$ cat src/hw/rtl/fenp_pkg.sv
`timescale 1ns / 1ps
// Types, character codes and board constants for the position string parser.
// No dependencies; used by fenp_step and fen_position_parser.
package fenp_pkg;

	localparam int BOARD_SIDE = 8;

	localparam logic [4:0] ROW_MAX = 5'd31;
	localparam logic [3:0] COL_MAX = 4'd15;
	localparam logic [8:0] HM_SAT  = 9'd256;

	// field order in the string
	localparam logic [2:0] FLD_PLACE  = 3'd0;
	localparam logic [2:0] FLD_SIDE   = 3'd1;
	localparam logic [2:0] FLD_CASTLE = 3'd2;
	localparam logic [2:0] FLD_EP     = 3'd3;
	localparam logic [2:0] FLD_HALF   = 3'd4;
	localparam logic [2:0] FLD_REST   = 3'd5;

	// halfmove scan phases
	localparam logic [1:0] HM_LEAD   = 2'd0;
	localparam logic [1:0] HM_DIGITS = 2'd1;
	localparam logic [1:0] HM_DONE   = 2'd2;

	// piece codes
	localparam logic [2:0] PC_KING   = 3'd0;
	localparam logic [2:0] PC_QUEEN  = 3'd1;
	localparam logic [2:0] PC_ROOK   = 3'd2;
	localparam logic [2:0] PC_BISHOP = 3'd3;
	localparam logic [2:0] PC_KNIGHT = 3'd4;
	localparam logic [2:0] PC_PAWN   = 3'd5;

	// characters
	localparam logic [7:0] CH_SPACE = 8'h20;
	localparam logic [7:0] CH_SLASH = "/";
	localparam logic [7:0] CH_DASH  = "-";
	localparam logic [7:0] CH_PLUS  = "+";
	localparam logic [7:0] CH_0     = "0";
	localparam logic [7:0] CH_9     = "9";
	localparam logic [7:0] CH_3     = "3";
	localparam logic [7:0] CH_6     = "6";
	localparam logic [7:0] CH_LA    = "a";
	localparam logic [7:0] CH_LH    = "h";
	localparam logic [7:0] CH_LZ    = "z";
	localparam logic [7:0] CH_UW    = "W";
	localparam logic [7:0] CH_LW    = "w";
	localparam logic [7:0] CH_UB    = "B";
	localparam logic [7:0] CH_LB    = "b";
	localparam logic [7:0] CH_UK    = "K";
	localparam logic [7:0] CH_UQ    = "Q";
	localparam logic [7:0] CH_LK    = "k";
	localparam logic [7:0] CH_LQ    = "q";
	localparam logic [7:0] CH_UR    = "R";
	localparam logic [7:0] CH_UN    = "N";
	localparam logic [7:0] CH_UP    = "P";
	localparam logic [7:0] CH_TAB   = 8'h09;
	localparam logic [7:0] CH_CR    = 8'h0D;
	localparam logic [7:0] CASE_GAP = 8'd32;

	// home squares: white king, white h rook, white a rook, then black
	localparam int LAST_ROW = (BOARD_SIDE - 1) * BOARD_SIDE;
	localparam logic [5:0] HOME_SQ [6] = '{
		6'(LAST_ROW + 4), 6'(LAST_ROW + BOARD_SIDE - 1), 6'(LAST_ROW),
		6'd4, 6'(BOARD_SIDE - 1), 6'd0
	};
	localparam logic [2:0] HOME_PC [6] = '{
		PC_KING, PC_ROOK, PC_ROOK, PC_KING, PC_ROOK, PC_ROOK
	};

	typedef struct packed {
		logic [7:0] ch;
		logic       end_of_string;
	} fenp_in_t;

	typedef struct packed {
		logic       kind;
		logic [5:0] square;
		logic [2:0] piece;
		logic       is_black;
		logic       status;
		logic       black_to_move;
		logic [3:0] castle_rights;
		logic       ep_valid;
		logic [5:0] ep_square;
		logic [7:0] halfmove;
		logic       last;
	} fenp_out_t;

	typedef struct packed {
		logic [2:0] field_idx;
		logic       in_token;
		logic [4:0] row_pos;
		logic [3:0] col_pos;
		logic       pend_v;
		logic [3:0] pend_d;
		logic       err;
		logic [5:0] home;
		logic       side_black;
		logic       cas_given;
		logic [3:0] cas_bits;
		logic       cas_stop;
		logic       ep_dash;
		logic [2:0] ep_file;
		logic       ep_rank6;
		logic [1:0] ep_count;
		logic [8:0] hm_mag;
		logic       hm_neg;
		logic [1:0] hm_phase;
	} fenp_state_t;

	localparam fenp_state_t ST_RESET = '0;

	typedef struct packed {
		logic      plc_v;
		fenp_out_t plc;
		logic      sum_v;
		fenp_out_t sum;
	} fenp_res_t;

endpackage

$ cat src/hw/rtl/fenp_step.sv
`timescale 1ns / 1ps
// Per-character next-state and result logic of the position string parser.
// Depends on fenp_pkg.
module fenp_step import fenp_pkg::*; (
	input  fenp_state_t st,
	input  fenp_in_t    chr,
	output fenp_state_t st_nxt,
	output fenp_res_t   res
);

	function automatic fenp_state_t end_token(fenp_state_t s);
		fenp_state_t r;
		r = s;
		if (s.field_idx == FLD_PLACE) begin
			r.pend_v = 1'b0;
			r.pend_d = '0;
		end
		if (s.field_idx == FLD_EP && !s.ep_dash && s.ep_count < 2'd2)
			r.err = 1'b1;
		if (s.field_idx < FLD_REST)
			r.field_idx = s.field_idx + 3'd1;
		r.in_token = 1'b0;
		return r;
	endfunction

	logic [7:0]  c;
	logic        is_dig;
	logic [3:0]  dval;
	logic        first;
	logic [6:0]  two_val;
	logic [3:0]  delta;
	logic [5:0]  rsum;
	logic [5:0]  rdec;
	logic [4:0]  csum;
	logic [3:0]  colf;
	logic        blk;
	logic [7:0]  up;
	logic [7:0]  file_off;
	logic [2:0]  pc;
	logic        pc_ok;
	logic [5:0]  sq;
	logic [12:0] mag10;
	logic [1:0]  ph;
	logic        take;
	fenp_state_t ns;
	fenp_state_t es;
	logic [3:0]  home_cr;
	logic [5:0]  ep_base;

	assign c        = chr.ch;
	assign is_dig   = (c >= CH_0) && (c <= CH_9);
	assign dval     = c[3:0];
	assign first    = !st.in_token;
	assign two_val  = 7'(st.pend_d) * 7'd10 + 7'(dval);
	assign delta    = two_val[6:3];
	assign rsum     = 6'(st.row_pos) + 6'(delta);
	assign rdec     = rsum - 6'd1;
	assign csum     = 5'(st.col_pos) + (st.pend_v ? 5'(st.pend_d) : 5'd0);
	assign colf     = (csum > 5'(COL_MAX)) ? COL_MAX : csum[3:0];
	assign blk      = (c >= CH_LA) && (c <= CH_LZ);
	assign up       = blk ? c - CASE_GAP : c;
	assign file_off = c - CH_LA;
	assign sq       = {st.row_pos[2:0], colf[2:0]};
	assign mag10    = 13'(st.hm_mag) * 13'd10 + 13'(dval);

	always_comb begin
		pc_ok = 1'b1;
		case (up)
			CH_UK:   pc = PC_KING;
			CH_UQ:   pc = PC_QUEEN;
			CH_UR:   pc = PC_ROOK;
			CH_UB:   pc = PC_BISHOP;
			CH_UN:   pc = PC_KNIGHT;
			CH_UP:   pc = PC_PAWN;
			default: begin
				pc    = PC_KING;
				pc_ok = 1'b0;
			end
		endcase
	end

	always_comb begin
		ns      = st;
		res     = '0;
		ph      = st.hm_phase;
		take    = 1'b1;
		if (!st.err) begin
			if (c == CH_SPACE) begin
				if (st.in_token)
					ns = end_token(st);
			end else begin
				ns.in_token = 1'b1;
				case (st.field_idx)
					FLD_PLACE: begin
						if (is_dig) begin
							if (st.pend_v) begin
								ns.pend_v = 1'b0;
								ns.pend_d = '0;
								if (rsum == '0)
									ns.err = 1'b1;
								else
									ns.row_pos = (rdec > 6'(ROW_MAX)) ? ROW_MAX : rdec[4:0];
							end else begin
								ns.pend_v = 1'b1;
								ns.pend_d = dval;
							end
						end else begin
							ns.pend_v  = 1'b0;
							ns.pend_d  = '0;
							ns.col_pos = colf;
							if (c == CH_SLASH) begin
								ns.row_pos = (st.row_pos == ROW_MAX) ? ROW_MAX
								                                     : st.row_pos + 5'd1;
								ns.col_pos = '0;
							end else if (st.row_pos >= 5'(BOARD_SIDE) ||
							             colf >= 4'(BOARD_SIDE) || !pc_ok) begin
								ns.err = 1'b1;
							end else begin
								res.plc_v          = 1'b1;
								res.plc.square     = sq;
								res.plc.piece      = pc;
								res.plc.is_black   = blk;
								for (int i = 0; i < 6; i++) begin
									if (sq == HOME_SQ[i])
										ns.home[i] = (pc == HOME_PC[i]) &&
										             ((i >= 3) ? blk : !blk);
								end
								ns.col_pos = (colf == COL_MAX) ? COL_MAX : colf + 4'd1;
							end
						end
					end
					FLD_SIDE: begin
						if (first) begin
							if (c == CH_LW || c == CH_UW)
								ns.side_black = 1'b0;
							else if (c == CH_LB || c == CH_UB)
								ns.side_black = 1'b1;
							else
								ns.err = 1'b1;
						end
					end
					FLD_CASTLE: begin
						if (first) begin
							ns.cas_given = 1'b1;
							ns.cas_bits  = '0;
						end
						if (!st.cas_stop) begin
							if (c == CH_DASH)
								ns.cas_stop = 1'b1;
							else if (c == CH_UK)
								ns.cas_bits[0] = 1'b1;
							else if (c == CH_UQ)
								ns.cas_bits[1] = 1'b1;
							else if (c == CH_LK)
								ns.cas_bits[2] = 1'b1;
							else if (c == CH_LQ)
								ns.cas_bits[3] = 1'b1;
						end
					end
					FLD_EP: begin
						if (first) begin
							if (c == CH_DASH)
								ns.ep_dash = 1'b1;
							else if (c >= CH_LA && c <= CH_LH) begin
								ns.ep_file  = file_off[2:0];
								ns.ep_count = 2'd1;
							end else
								ns.err = 1'b1;
						end else if (!st.ep_dash) begin
							if (st.ep_count == 2'd1 && (c == CH_3 || c == CH_6)) begin
								ns.ep_rank6 = (c == CH_6);
								ns.ep_count = 2'd2;
							end else
								ns.err = 1'b1;
						end
					end
					FLD_HALF: begin
						if (ph == HM_LEAD) begin
							if (c >= CH_TAB && c <= CH_CR)
								take = 1'b0;
							else begin
								ph = HM_DIGITS;
								if (c == CH_PLUS || c == CH_DASH) begin
									ns.hm_neg = (c == CH_DASH);
									take      = 1'b0;
								end
							end
						end
						if (take && ph == HM_DIGITS) begin
							if (is_dig)
								ns.hm_mag = (mag10 > 13'(HM_SAT)) ? HM_SAT : mag10[8:0];
							else
								ph = HM_DONE;
						end
						ns.hm_phase = ph;
					end
					default: begin
					end
				endcase
			end
		end

		// last character: close the open field, report and start over
		es = (!ns.err && ns.in_token) ? end_token(ns) : ns;

		// ep rank 6 is row 2, rank 3 is row 5
		ep_base = {es.ep_rank6 ? 3'd2 : 3'd5, es.ep_file};

		home_cr = {es.home[3] & es.home[5], es.home[3] & es.home[4],
		           es.home[0] & es.home[2], es.home[0] & es.home[1]};

		if (chr.end_of_string) begin
			res.sum_v      = 1'b1;
			res.sum.kind   = 1'b1;
			res.sum.last   = 1'b1;
			if (es.err) begin
				res.sum.status = 1'b1;
			end else begin
				res.sum.black_to_move = es.side_black;
				res.sum.castle_rights = es.cas_given ? es.cas_bits : home_cr;
				res.sum.ep_valid      = !es.ep_dash && es.ep_count == 2'd2;
				if (!es.ep_dash && es.ep_count == 2'd2)
					res.sum.ep_square = es.side_black ? ep_base - 6'd8 : ep_base + 6'd8;
				res.sum.halfmove = es.hm_neg ? 8'd0 :
				                   (es.hm_mag > 9'd255) ? 8'd255 : es.hm_mag[7:0];
			end
			ns = ST_RESET;
		end
		st_nxt = ns;
	end

endmodule

$ cat src/hw/rtl/fen_position_parser.sv
`timescale 1ns / 1ps
// Top level of the chess position string parser: input register, step logic,
// two-entry result queue. Depends on fenp_pkg and fenp_step.
//
// Usage
//  - chr channel: one character per item (chr_data.ch), end_of_string set on
//    the last character of a string. Fields are split by runs of spaces.
//  - res channel: result items. kind 0 is a placed piece (square, piece,
//    is_black); kind 1 is the summary of a string with last set: status,
//    side to move, castling rights, en passant square and halfmove clock.
//    A character yields at most two items: a piece, then the summary.
//  - Path: a character taken into the input register has its results
//    written into the result queue, whose head drives res_data.
//  - Throughput: one character per cycle while each gives at most one
//    result and res_ready is high. A character that gives two results waits
//    in the input register until the result queue is empty, and the
//    character after it then waits for a free slot.
//  - The result queue, not res_ready, sets chr_ready, so the input side sees
//    no combinational path from the output side.
//  - Stall: with res_ready low the queue (two items) and the input register
//    fill, then chr_ready drops; nothing is lost or repeated.
//  - Reset (arst_n low): parser state back to the start of a string, queue
//    and input register emptied. The parser also returns there by itself
//    after every summary.
module fen_position_parser import fenp_pkg::*; (
	input  logic      clk,
	input  logic      arst_n,
	input  logic      chr_valid,
	output logic      chr_ready,
	input  fenp_in_t  chr_data,
	output logic      res_valid,
	input  logic      res_ready,
	output fenp_out_t res_data
);

	// input register
	logic        vld_s1;
	fenp_in_t    chr_s1;

	// parser state
	fenp_state_t st_q;
	fenp_state_t st_nxt;
	fenp_res_t   rs;

	// result queue: entry 0 is the head
	fenp_out_t   q0_q;
	fenp_out_t   q1_q;
	logic [1:0]  cnt_q;

	logic [1:0]  n_res;
	logic [1:0]  free_slots;
	logic        proc;
	logic        pop;
	logic [1:0]  rc;
	logic [1:0]  pn;
	fenp_out_t   r0;
	fenp_out_t   p0;
	fenp_out_t   e0;
	fenp_out_t   e1;

	fenp_step u_step (
		.st     (st_q),
		.chr    (chr_s1),
		.st_nxt (st_nxt),
		.res    (rs)
	);

	// an item moves on only if all its results fit in the queue as it stands
	assign n_res      = 2'(rs.plc_v) + 2'(rs.sum_v);
	assign free_slots = 2'd2 - cnt_q;
	assign proc       = vld_s1 && (n_res <= free_slots);
	assign chr_ready  = !vld_s1 || proc;

	assign res_valid  = (cnt_q != 2'd0);
	assign res_data   = q0_q;
	assign pop        = res_valid && res_ready;

	// what remains after the pop, then the new results appended behind it
	assign rc = cnt_q - 2'(pop);
	assign pn = proc ? n_res : 2'd0;
	assign r0 = pop ? q1_q : q0_q;
	assign p0 = rs.plc_v ? rs.plc : rs.sum;
	assign e0 = (rc != 2'd0) ? r0 : p0;
	assign e1 = (rc == 2'd2) ? q1_q : ((rc == 2'd1) ? p0 : rs.sum);

	always_ff @(posedge clk or negedge arst_n) begin
		if (!arst_n) begin
			vld_s1 <= 1'b0;
			st_q   <= ST_RESET;
			cnt_q  <= 2'd0;
		end else begin
			if (chr_ready)
				vld_s1 <= chr_valid;
			if (proc)
				st_q <= st_nxt;
			cnt_q <= rc + pn;
		end
	end

	always_ff @(posedge clk) begin
		if (chr_valid && chr_ready)
			chr_s1 <= chr_data;
		q0_q <= e0;
		q1_q <= e1;
	end

`ifndef SYNTHESIS
	a_cnt_bound: assert property (@(posedge clk) disable iff (!arst_n)
		cnt_q <= 2'd2)
		else $error("result queue over its depth");

	a_held_item: assert property (@(posedge clk) disable iff (!arst_n)
		vld_s1 && !proc |=> vld_s1 && $stable(chr_s1))
		else $error("waiting character lost or changed");

	a_sum_last: assert property (@(posedge clk) disable iff (!arst_n)
		res_valid && res_data.kind |-> res_data.last)
		else $error("summary without last");

	a_plc_clean: assert property (@(posedge clk) disable iff (!arst_n)
		res_valid && !res_data.kind |-> !res_data.last && !res_data.status &&
		res_data.piece <= PC_PAWN)
		else $error("malformed placement item");

	a_reset_after_end: assert property (@(posedge clk) disable iff (!arst_n)
		proc && chr_s1.end_of_string |=> st_q == ST_RESET)
		else $error("parser state not cleared after summary");
`endif

endmodule
$ cat config.mk
export PLATFORM = sky130hd
export DESIGN_NAME = fen_position_parser
export DESIGN_NICKNAME = d
export VERILOG_FILES = /design/src/hw/rtl/fenp_pkg.sv /design/src/hw/rtl/fenp_step.sv /design/src/hw/rtl/fen_position_parser.sv
export SDC_FILE = /design/constraint.sdc
export NUM_CORES = 1
export LEC_CHECK = 0
export CAP_MARGIN = 15
export CELL_PAD_IN_SITES_DETAIL_PLACEMENT = 1
export CELL_PAD_IN_SITES_GLOBAL_PLACEMENT = 2
export CORE_ASPECT_RATIO = 1.5
export CORE_MARGIN = 3
export CORE_UTILIZATION = 43
export CTS_BUF_LIST = sky130_fd_sc_hd__clkbuf_8
export CTS_CLUSTER_DIAMETER = 60
export DETAILED_ROUTE_END_ITERATION = 8
export DONT_BUFFER_PORTS = 1
export PLACE_DENSITY_LB_ADDON = 0.1
export SYNTH_ARGS = -nofsm -noshare
export SYNTH_HDL_FRONTEND = slang
export SYNTH_SLANG_ARGS = --single-unit
$ cat constraint.sdc
create_clock -name clk -period 4.8 [get_ports clk]
set_clock_uncertainty 0.05 [all_clocks]
set_input_delay 0.48 -clock clk [delete_from_list [all_inputs] [get_ports clk]]
set_output_delay 0.48 -clock clk [all_outputs]
set_load 0.01 [all_outputs]
==> impl_metrics.json <==
{
  "outcome": "complete, no violations",
  "finalCriticalPeriod_ps": 4510,
  "die-area_um2": 20900,
  "cts_sinks": 127,
  "synth_warnings": 0,
  "start_kind": "register",
  "initial_core_util": 0.440,
  "portBuffers": 0,
  "yosys_register_bits": 127,
  "die_x_um": 119,
  "syn_inst": 836,
  "synth_nets": 907,
  "grt_pass1_vias": 7305,
  "timing.rr.end": "st_q[36]$_DFFE_PN0P_",
  "antenna_found_initial": 0,
  "seq_power_share": 0.399,
  "drt_iter0_drc": 357,
  "crit_type": "reg -> out",
  "seqCellArea_um2": 3540,
  "setup_viol": 0,
  "tightest_slew_ps": 781,
  "post-route-drc-count": 0,
  "root_buffer": "clkbuf_8",
  "worst_slack_ps": 294,
  "combPwrFrac": 0.389,
  "layout-drive-gt1-share": 0.106,
  "die_h_um": 175,
  "viasPerCell": 6.18,
  "r2r_cells": 15,
  "pre_cts_ws_ps": 493,
  "cts_made_buffers": 17,
  "synth.distinct_cells": 87,
  "insertedDiodeCount": 0,
  "grt_pass1_wl_um": 40600,
  "slew-limit-headroom": 0.479,
  "ant_nets": 0,
  "drt_pass1_iterations": 5,
  "vias": 6863,
  "routed_wl_um": 25700,
  "hold_end": "chr_s1[8]$_DFFE_PP_",
  "power_density_nw_per_um2": 525,
  "synth_common_cells": "nand2_1 (89), edfxtp_1 (73), nor2_1 (63)",
  "cts_hold_buf": 2,
  "use_met2": 0.474,
  "finalWeightedCongestion": 0.858,
  "hold_path_depth": 0,
  "critPathTopFamily": "simple AND/OR/NAND/NOR gates",
  "coreArea_um2": 18700,
  "clkTransAtPathRegs_ps": 90,
  "synthesis.area_um2": 8220,
  "seq_area_frac_synth": 0.431,
  "ys.flop_type": "edfxtp_1",
  "wl_per_cell_um": 23.2,
  "final_core_util": 0.483,
  "synthArstFlopShare": 0.425,
  "synth_largest_area_cell": "edfxtp_1",
  "worstPathCellList": "inv_1 -> ha_1 -> or3b_2 -> o2111ai_1 -> o211ai_1 -> nor4_4 -> ha_1 -> inv_1 -> ha_1 -> nand2_1 -> o21ai_0 -> buf_4 -> inv_1 -> nand2_1 -> buf_4",
  "internal_power_mw": 2.68,
  "syn2layout_area_growth_pct": 9.80,
  "end_kind": "output port",
  "cap_violations": 0,
  "power.total_mw": 4.74,
  "hold_viol": 0,
  "min_path_type": "in -> reg",
  "cts_tree": "yes",
  "gr-usage-met3": 0.0412,
  "p_leak_nw": 3.68,
  "power_frac_clock": 0.213,
  "fin_setup_tns_ps": 0,
  "grt_setup_unrepaired": "false",
  "grt_use_met1": 0.261,
  "synth-edff-count": 73,
  "cts.repair.resized": 0,
  "final_nets": 917,
  "switching_power_mw": 2.06,
  "worst-path-max-fanout": 8,
  "r2r_slack_ps": 480,
  "grt_util_all_layers": 0.252,
  "cp.required_ps": 4270,
  "switching_share": 0.435,
  "rows": 61,
  "gr-total-overflow": 0,
  "ir_worst_vdd_v": 0.000280,
  "dp_hpwl_um": 19500,
  "avgSynthCellArea_um2": 9.84,
  "max_freq_mhz": 222,
  "multi_input_area_um2": 4360,
  "clock_latency_ps": 460,
  "cts_max_level": 4,
  "post-synth-top-count-cell": "nand2_1",
  "post_cts_buffers": 0,
  "nFillCells": 2099,
  "yosys.area.top_type_share": 0.267,
  "cp_slowest_cell": "edfxtp_1",
  "max_stage_delay_ps": 560,
  "busiest_layer": "met2",
  "grt_max_degree": 55,
  "crit_arrival_ps": 3980,
  "clock_path_buffers": 2,
  "post-route-period-util": 0.939,
  "synth.area.top_cells": "edfxtp_1 (27%), dfrtp_1 (16%), ha_1 (8.1%)",
  "worst-path-buf-inv": 5,
  "min_from": "chr_data[8]",
  "rr_startpoint": "chr_s1[1]$_DFFE_PP_",
  "pin_count": 48,
  "slew_viol_final": 0
}
[routing by layer]
metal | share of wire | vias to the layer above
met3 | 0.026 | 83
met5 | 0 | -
met1 | 0.37 | 3446
met2 | 0.55 | 162
li1 | - | 3172
met4 | 0.055 | 0
[through the flow]
| step | hold slack, ps | instance area [µm²] | std cells |
|---|---|---|---|
| 2_1_floorplan | 134 | 8220 | 836 |
| 3_3_place_gp | 137 | 8580 | 1077 |
| 3_5_place_dp | 137 | 8580 | 1077 |
| 4_1_cts | 35.6 | 9030 | 1111 |
| 5_1_grt | 36.3 | 9030 | 1111 |
| 6_report | 64.0 | 9030 | 1111 |
[worst max-delay path by stage]
stage	start	end	depth (start not counted)
after global routing	chr_s1[3]$_DFFE_PP_	q1_q[8]$_DFFE_PP_	13
after CTS	chr_s1[1]$_DFFE_PP_	chr_ready	15
after detailed placement	chr_s1[3]$_DFFE_PP_	q1_q[7]$_DFFE_PP_	13
after global placement	chr_s1[1]$_DFFE_PP_	st_q[3]$_DFFE_PN0P_	15
after floorplan	chr_s1[1]$_DFFE_PP_	cnt_q[1]$_DFF_PN0_	18
final	chr_s1[1]$_DFFE_PP_	chr_ready	15
[power groups by stage]
stage	logic, mW	registers (mW)	clock network (mW)
after global routing	2.04	1.92	1.08
after global placement	1.77	1.90	0
after detailed placement	1.84	1.92	0
after floorplan	1.25	1.81	0
final	1.84	1.89	1.01
after CTS	1.86	1.90	1.04
[worst register-to-register path, stage by stage (launching register included)]
cell and delay (ps):
edfxtp_1 560, inv_1 250, ha_1 350, or3b_2 490, o2111ai_1 130, o211ai_1 210, nor4_4 320, ha_1 210
ha_1 250, nor2b_1 130, o21ai_0 150, buf_4 150, and2_1 160, o21ai_1 170, nor3_1 480, a22o_1 210
[layout by cell type (no fill, tap or decap), types with 10 or more instances in the layout]
cell type,n
xnor2_1,11
a22o_1,20
nor2_1,63
nor3_1,27
inv_1,45
a21o_1,11
clkbuf_8,18
dfrtp_1,54
nand2_1,89
a31oi_1,12
nor2b_1,14
nor4_1,11
o21ai_0,40
nand2b_1,11
edfxtp_1,73
o31ai_1,18
ha_1,53
a21oi_1,42
nand3_1,23
buf_4,22
o22ai_1,10
[state kept, by name, summed over array words and instances, names as in the netlist]
signal / count
st_q: 51
res_data: 32
q1_q: 32
chr_s1: 9
cnt_q: 2
vld_s1: 1
[cell families (layout without fill, tap and decap cells)]
kind of cell / after synthesis / in the layout / share of synthesized area
XOR/XNOR: 19 / 19 / 0.0202
flip-flops: 127 / 127 / 0.431
multiplexers: 12 / 12 / 0.0152
buffers and inverters: 81 / 104 / 0.0396
AND/OR/NAND/NOR: 304 / 304 / 0.192
AO/OA/AOI/OAI: 235 / 235 / 0.209
adder cells (fa/ha/maj): 58 / 58 / 0.0928
[final cells by class]
cell class / instances / area share
Timing Repair Buffer: 25 / 0.0247
Clock inverter: 14 / 0.0187
Tap cell: 252 / 0.0349
Clock buffer: 18 / 0.0274
Sequential cell: 127 / 0.392
Inverter: 47 / 0.0195
Multi-Input combinational cell: 628 / 0.482
(Power assumes the default switching activity.)
